==> src/rtl/core/mtbc_pkg.sv <==
`timescale 1ns / 1ps

package mtbc_pkg;

    // Default sizes handed to the top level parameters
    localparam int TAG_CHARS_DEF   = 16;
    localparam int STACK_DEPTH_DEF = 64;

    // Fixed result field widths
    localparam int STATUS_W    = 3;
    localparam int DEPTH_OUT_W = 7;
    localparam int S_TDATA_W   = 8;
    localparam int M_TDATA_W   = 16;

    // Characters with a meaning to the scanner
    localparam logic [7:0] CHAR_LT    = 8'h3C;
    localparam logic [7:0] CHAR_GT    = 8'h3E;
    localparam logic [7:0] CHAR_SLASH = 8'h2F;
    localparam logic [7:0] CHAR_B     = 8'h62;
    localparam logic [7:0] CHAR_H     = 8'h68;
    localparam logic [7:0] CHAR_R     = 8'h72;

    typedef enum logic [1:0] {
        MODE_IDLE,
        MODE_AFTER_LT,
        MODE_OPEN,
        MODE_CLOSE
    } scan_mode_t;

    typedef enum logic [STATUS_W-1:0] {
        ST_OK       = 3'd0,
        ST_MISMATCH = 3'd1,
        ST_EMPTY    = 3'd2,
        ST_TOO_LONG = 3'd3,
        ST_FULL     = 3'd4
    } status_t;

    typedef enum logic [1:0] {
        STACK_HOLD,
        STACK_PUSH,
        STACK_POP
    } stack_op_t;

    typedef struct packed {
        stack_op_t op;
    } stack_cmd_t;

    typedef struct packed {
        logic                   last;
        logic [DEPTH_OUT_W-1:0] depth;
        status_t                status;
    } result_t;

endpackage

==> src/rtl/core/mtbc_scanner.sv <==
`timescale 1ns / 1ps

module mtbc_scanner #(
    parameter int TAG_CHARS   = mtbc_pkg::TAG_CHARS_DEF,
    parameter int STACK_DEPTH = mtbc_pkg::STACK_DEPTH_DEF,
    parameter int NAME_W      = TAG_CHARS * 8,
    parameter int LEN_W       = $clog2(TAG_CHARS + 1)
) (
    input  logic                 aclk,
    input  logic                 aresetn,
    input  logic                 in_accept,
    input  logic [7:0]           char_in,
    input  logic                 last_char,
    input  logic [NAME_W-1:0]    top_name,
    input  logic [LEN_W-1:0]     top_len,
    output mtbc_pkg::stack_cmd_t cmd,
    output logic [NAME_W-1:0]    push_name,
    output logic [LEN_W-1:0]     push_len,
    output mtbc_pkg::result_t    result
);

    localparam int DEPTH_W = $clog2(STACK_DEPTH + 1);

    mtbc_pkg::scan_mode_t mode_reg, mode_next;
    mtbc_pkg::status_t    err_reg, err_next;
    logic [NAME_W-1:0]    buf_reg, buf_next;
    logic [LEN_W-1:0]     len_reg, len_next;
    logic [DEPTH_W-1:0]   depth_reg, depth_next;

    logic append;
    logic finish;
    logic closing;
    logic is_void;
    logic top_match;

    // Void tags br and hr bypass the stack
    always_comb begin
        is_void = (len_reg == LEN_W'(2)) && (buf_reg[15:8] == mtbc_pkg::CHAR_R) &&
                  ((buf_reg[7:0] == mtbc_pkg::CHAR_B) || (buf_reg[7:0] == mtbc_pkg::CHAR_H));
    end

    // Compare the collected name with the stack top over its length only
    always_comb begin
        top_match = (top_len == len_reg);
        for (int i = 0; i < TAG_CHARS; i++) begin
            if ((LEN_W'(i) < len_reg) && (top_name[i*8 +: 8] != buf_reg[i*8 +: 8])) begin
                top_match = 1'b0;
            end
        end
    end

    // Next state of the scanner and the stack command
    always_comb begin
        mode_next  = mode_reg;
        err_next   = err_reg;
        buf_next   = buf_reg;
        len_next   = len_reg;
        depth_next = depth_reg;
        cmd.op     = mtbc_pkg::STACK_HOLD;
        append     = 1'b0;
        finish     = 1'b0;
        closing    = 1'b0;

        if (in_accept && (err_reg == mtbc_pkg::ST_OK)) begin
            unique case (mode_reg)
                mtbc_pkg::MODE_IDLE: begin
                    if (char_in == mtbc_pkg::CHAR_LT) begin
                        mode_next = mtbc_pkg::MODE_AFTER_LT;
                        len_next  = '0;
                    end
                end
                mtbc_pkg::MODE_AFTER_LT: begin
                    if (char_in == mtbc_pkg::CHAR_SLASH) begin
                        mode_next = mtbc_pkg::MODE_CLOSE;
                    end else if (char_in == mtbc_pkg::CHAR_GT) begin
                        finish = 1'b1;
                    end else if (char_in == mtbc_pkg::CHAR_LT) begin
                        mode_next = mtbc_pkg::MODE_AFTER_LT;
                        len_next  = '0;
                    end else begin
                        append    = 1'b1;
                        mode_next = mtbc_pkg::MODE_OPEN;
                    end
                end
                default: begin
                    if (char_in == mtbc_pkg::CHAR_GT) begin
                        finish  = 1'b1;
                        closing = (mode_reg == mtbc_pkg::MODE_CLOSE);
                    end else if (char_in == mtbc_pkg::CHAR_LT) begin
                        mode_next = mtbc_pkg::MODE_AFTER_LT;
                        len_next  = '0;
                    end else begin
                        append = 1'b1;
                    end
                end
            endcase
        end

        // Store one name byte, or flag an over-long name
        if (append) begin
            if (len_reg >= LEN_W'(TAG_CHARS)) begin
                err_next = mtbc_pkg::ST_TOO_LONG;
            end else begin
                for (int i = 0; i < TAG_CHARS; i++) begin
                    if (LEN_W'(i) == len_reg) begin
                        buf_next[i*8 +: 8] = char_in;
                    end
                end
                len_next = len_reg + LEN_W'(1);
            end
        end

        // Push, pop or flag at the end of a tag
        if (finish) begin
            if (!is_void) begin
                if (!closing) begin
                    if (depth_reg == DEPTH_W'(STACK_DEPTH)) begin
                        err_next = mtbc_pkg::ST_FULL;
                    end else begin
                        cmd.op     = mtbc_pkg::STACK_PUSH;
                        depth_next = depth_reg + DEPTH_W'(1);
                    end
                end else if (depth_reg == '0) begin
                    err_next = mtbc_pkg::ST_EMPTY;
                end else if (!top_match) begin
                    err_next = mtbc_pkg::ST_MISMATCH;
                end else begin
                    cmd.op     = mtbc_pkg::STACK_POP;
                    depth_next = depth_reg - DEPTH_W'(1);
                end
            end
            mode_next = mtbc_pkg::MODE_IDLE;
            len_next  = '0;
        end
    end

    // Advance on each transfer; the final character returns everything to reset
    always_ff @(posedge aclk) begin
        if (!aresetn) begin
            mode_reg  <= mtbc_pkg::MODE_IDLE;
            err_reg   <= mtbc_pkg::ST_OK;
            len_reg   <= '0;
            depth_reg <= '0;
        end else if (in_accept && last_char) begin
            mode_reg  <= mtbc_pkg::MODE_IDLE;
            err_reg   <= mtbc_pkg::ST_OK;
            len_reg   <= '0;
            depth_reg <= '0;
        end else begin
            mode_reg  <= mode_next;
            err_reg   <= err_next;
            len_reg   <= len_next;
            depth_reg <= depth_next;
        end
    end

    always_ff @(posedge aclk) begin
        buf_reg <= buf_next;
    end

    assign push_name     = buf_reg;
    assign push_len      = len_reg;
    assign result.last   = last_char;
    assign result.depth  = mtbc_pkg::DEPTH_OUT_W'(depth_next);
    assign result.status = err_next;

    a_depth_bound: assert property (@(posedge aclk) disable iff (!aresetn)
        depth_reg <= DEPTH_W'(STACK_DEPTH))
        else $error("stack depth beyond capacity");

    a_len_bound: assert property (@(posedge aclk) disable iff (!aresetn)
        len_reg <= LEN_W'(TAG_CHARS))
        else $error("tag length beyond buffer size");

    a_sticky_error: assert property (@(posedge aclk) disable iff (!aresetn)
        (err_reg != mtbc_pkg::ST_OK) && !(in_accept && last_char)
        |=> $stable(err_reg) && $stable(depth_reg))
        else $error("error or stack changed after an error");

endmodule

==> config.mk <==
export PLATFORM = sky130hd
export DESIGN_NAME = mtbc_scanner
export DESIGN_NICKNAME = d
export VERILOG_FILES = /design/src/rtl/core/mtbc_pkg.sv /design/src/rtl/core/mtbc_scanner.sv
export SDC_FILE = /design/constraint.sdc
export NUM_CORES = 1
export LEC_CHECK = 0
export BUFFER_PORTS_ARGS = -buffer_cell sky130_fd_sc_hd__buf_2
export CORE_MARGIN = 3
export CORE_UTILIZATION = 45
export DETAILED_ROUTE_END_ITERATION = 10
export GPL_TIMING_DRIVEN = 0
export PLACE_DENSITY = 0.76
export SLEW_MARGIN = 5
export SYNTH_ARGS = -nofsm -noshare
export SYNTH_HDL_FRONTEND = slang
export SYNTH_SLANG_ARGS = --single-unit
==> constraint.sdc <==
create_clock -name aclk -period 6.9 [get_ports aclk]
set_input_delay 0.345 -clock aclk [delete_from_list [all_inputs] [get_ports aclk]]
set_output_delay 0.345 -clock aclk [all_outputs]
set_load 0.01 [all_outputs]
### Word level (Yosys, flattened, before mapping)

Cells that the tools add are included.

* $add $sub $neg: 3
* magnitude comparators: 17
* eq/ne operators: 44
* multiplexer cells: 61
* bitwise operators: 2
* reductions and logical operators: 45

Operators with widths (count)
* 8-bit != test: 16
* 3-bit AND reduction: 17
* 7-bit two-way mux: 6
* 4-bit by 5-bit equality test with 1-bit output, first input constant: 8
* 4-bit by 5-bit < comparator with 1-bit output, first input constant: 8
* 5-bit two-way mux: 6
* 1-bit two-way mux: 27
* 8-bit by 6-bit equality test with 1-bit output, second input constant: 3
* 8-bit by 7-bit equality test with 1-bit output, second input constant: 3
* 3-bit two-way mux: 8
* 3-bit by 5-bit equality test with 1-bit output, first input constant: 4
* 1-bit logical AND: 20
* 3-bit by 5-bit < comparator with 1-bit output, first input constant: 4
* 2-bit two-way mux: 10
* 2-bit by 5-bit equality test with 1-bit output, first input constant: 2
* 1-bit by 5-bit < comparator with 1-bit output, first input constant: 2
* 2-bit by 5-bit < comparator with 1-bit output, first input constant: 2
* 5-bit case mux with 2 select lines: 1
* 7-bit by 1-bit adder with 7-bit output, second input constant: 1
* 7-bit equality test, second input constant: 1
* 7-bit logical NOT: 1
* 7-bit by 1-bit subtractor with 7-bit output, second input constant: 1
* 5-bit by 1-bit adder with 5-bit output, second input constant: 1
* 1-bit by 5-bit equality test with 1-bit output, first input constant: 1
* other kinds (16): 19

* register bits after elaboration: 145
* output and inout bits: 146
* word-level logic and storage cells: 192

### Longest topological paths before layout

* word-level depth: 23
* mapped depth: 11
* depth with buffers taken out: 10

### Worst setup path after synthesis

No wires, ideal clock.

* path kind: flip-flop to output port
* start: register buf_reg[43], in the netlist push_name[43]
* end: output port result[5] (netlist name)
* arrival: 2.368 ns
* path slack: 4.187 ns
* cell stages (with the launch flop): 9
* buffers on the path: 0
* path through: edfxtp_1 -> xor2_1 -> nor4_2 -> nand4_1 -> a2111oi_2 -> nand4_2 -> nor2_4 -> mux2_2 -> nand2_1

RTL lines
* start: declaration: RTL line mtbc_scanner.sv:26 `logic [NAME_W-1:0] buf_reg, buf_next;`
* start signal: assignment: RTL line mtbc_scanner.sv:158 `buf_reg <= buf_next;`
* end: declaration: RTL line mtbc_scanner.sv:19 `output mtbc_pkg::result_t result`

==> metrics.yaml <==
run_status:
  status: "finished clean"
final_layout:
  antenna_cells: 0
  final_common_cell: "buf_2"
  final_area_um2: 9303
  largest_reg_flops: 128
  syn_to_final_growth_pct: 32.89
  stdcell_count: 1045
  nNetsFinal: 998
  final_cell_mix: "buf_2, edfxtp_1, xor2_1"
  drive_above_1_share_pct: 41.00
critical_path:
  path_buf_inv: 1
  cp-end-kind: "primary output"
  path_max_fanout: 10
  critical_path_class: "reg -> out"
  max_stage_delay_ps: 530
  regToRegEndpoint: "push_name[23]$_DFFE_PP_"
  crit-reg2reg-launch: "err_reg[1]$_SDFF_PP0_"
  cp_data_arrival_time_ps: 3510
  critPathLaunchType: "flop"
  reg2reg_depth: 6
  cp.required_ps: 6550
  crit_family: "simple AND/OR/NAND/NOR gates"
  r2r_setup_slack_ps: 3690
  cp_slowest_cell: "nor4_2"
  cp_cell_sequence: "xor2_1 > nor4_2 > nand4_1 > a2111oi_2 > nand4_2 > nor2_4 > mux2_2 > nand2_1 > buf_2"
grt:
  grt_overflow: 0
  grt_pass1_vias: 5365
  grt_antenna_before_repair: 0
  grt_start_max_net_pins: 21
  grt_pass1_wl_um: 30420
  track_usage_pct: 24.35
pwr:
  cellPowerDensity_nw_per_um2: 216.3
  vdd_drop_max_uv: 154.1
  p_leak_nw: 3.724
clock_tree:
  post_cts.repair.setup_buffers: 0
  postCtsHoldBufs: 0
  h-tree-depth: 4
  cts_tree: "built"
  cts_resized: 0
  cts_root_buf: "clkbuf_16"
  cts_buffers: 17
  clock_path_buffers: 2
  cts.sinks: 145
  clkTransAtPathRegs_ps: 60
  insertion_delay_ps: 420
floorplan:
  die-area_um2: 17090
  rows: 44
  dieWidth_um: 130.7
  ios: 291
  initial_core_util_pct: 47.10
  die_h_um: 130.7
  core-area_um2: 14860
timing:
  period_share_pct: 55.93
  finalMaxSlewViolations: 0
  fin_skew_ps: 11.83
  setup_violations: 0
  final.min_clock_period_ps: 3859
  finalSetupTns_ps: 0
  holdWs_ps: 223.6
  tightest_slew_ps: 1124
  slew_headroom_pct: 24.52
  max_freq_mhz: 259.1
  hold_viol: 0
  grt_setup_unrepaired: "no"
routing:
  vias: 5680
  drt-total-wl_um: 21160
  drt-initial-drc-count: 372
  dr.pass1.iters: 5
  final_antenna_net_count: 0
  drc_errors: 0
  routed_via_density: 5.435
  routedWlPerCell_um: 20.24
synthesis:
  async_flop_share_pct: 0
  synth-compound-area-share_pct: 7.239
  synth_flop_cell: "edfxtp_1"
  synth_top_family_by_area: "XOR/XNOR gates"
  syn_inst: 538
  synth_xor_area_share_pct: 16.76
  yosys.area_share.adder_pct: 0.8937
  ys_ff_latch: 145
  synthSimpleGateAreaFrac_pct: 13.76
  synth.distinct_cells: 69
  muxShareOfSynthArea_pct: 0.3038
  netlist_area_um2: 7000
  synth.net_count: 688
  syn_avg_cell_area_um2: 13.01
  synth_edf_count: 128
  yosys_warnings: 0
  synth_seq_area_share_pct: 59.77
job:
  drv_cap: 0
placed_design:
  dpl_cell_area_um2: 8696
  dp.cells: 1013
  gp_routability_congestion: 0.8500
  hpwl_um: 15730
  numPortBuffers: 290
hold_path:
  hold-path-endpoint: "err_reg[1]$_SDFF_PP0_"
  hold_depth: 3
  hold_path.class: "in -> reg"
  min-delay-start: "aresetn"
-- per-layer routing --
| layer | global-route usage (%) | part of all wire [%] |
|---|---|---|
| met2 | 41.91 | 50 |
| met3 | 5.325 | 8.2 |
| met1 | 30.69 | 40 |
| met5 | 0 | 0 |
| met4 | 7.925 | 2.0 |
-- cells in the mapped netlist (all sizes together) (7+ instances only) --
| cell | instances | area share, % |
|---|---|---|
| nor3 | 9 | 0.79 |
| nor2 | 32 | 1.9 |
| clkbuf | 7 | 0.38 |
| inv | 8 | 0.43 |
| xnor2 | 53 | 6.6 |
| o21ai | 9 | 0.80 |
| a21oi | 21 | 1.5 |
| nor2b | 8 | 0.71 |
| nor4 | 21 | 2.1 |
| dfxtp | 17 | 4.9 |
| xor2 | 81 | 10 |
| nand2 | 24 | 1.3 |
| nand4 | 19 | 1.8 |
| nand3 | 15 | 1.1 |
| edfxtp | 128 | 55 |
-- power breakdown --
group	total (mW)	internal (mW)	switching, mW	leakage, nW
Sequential	0.953	0.953	0.0000385	1.29
Combinational	0.111	0.0534	0.0579	2.14
Clock	0.948	0.552	0.396	0.301
-- worst max-delay path by stage --
stage	slack [ps]	cells after the start	from	to
final	3040	9	push_name[43]$_DFFE_PP_	result[5]
after global routing	2860	9	push_name[1]$_DFFE_PP_	result[5]
after CTS	3050	9	push_name[43]$_DFFE_PP_	result[5]
after detailed placement	3360	9	char_in[6]	push_name[23]$_DFFE_PP_
after global placement	3450	9	char_in[6]	push_name[17]$_DFFE_PP_
after floorplan	4190	8	push_name[43]$_DFFE_PP_	result[5]
-- stage by stage --
step / power, mW / util (%) / setup slack [ps]
2_1_floorplan: 1.011 / - / 4187
3_3_place_gp: 1.081 / 58.41 / 3445
3_5_place_dp: 1.083 / 58.50 / 3364
4_1_cts: 2.023 / 62.58 / 3050
5_1_grt: 2.070 / 62.58 / 2862
6_report: 2.012 / 62.58 / 3041
-- final cells by class --
type                    count  area, um2
plain buffers              12      58.81
clock buffers              17      425.4
clock inverters            15      181.4
fillers                  1203       5562
inverters                   8      30.03
multi-input cells         373       2734
flip-flops and latches    145       4184
well taps                 184      230.2
repair buffers            291       1459
-- tightest hold or removal path, cell delays in order --
cell,delay (ps)
buf_2,90
nand2_1,100
nor2b_1,50
-- kinds of logic after synthesis --
| group | Yosys count |
|---|---|
| buffers and inverters | 20 |
| muxes | 2 |
| xor gates and xnor gates | 134 |
| and+or+nand+nor | 162 |
| DFF | 145 |
| AOI/OAI and AO/OA | 70 |
| adders and majority gates | 5 |
Note: power is estimated with default switching activity, not from simulation.
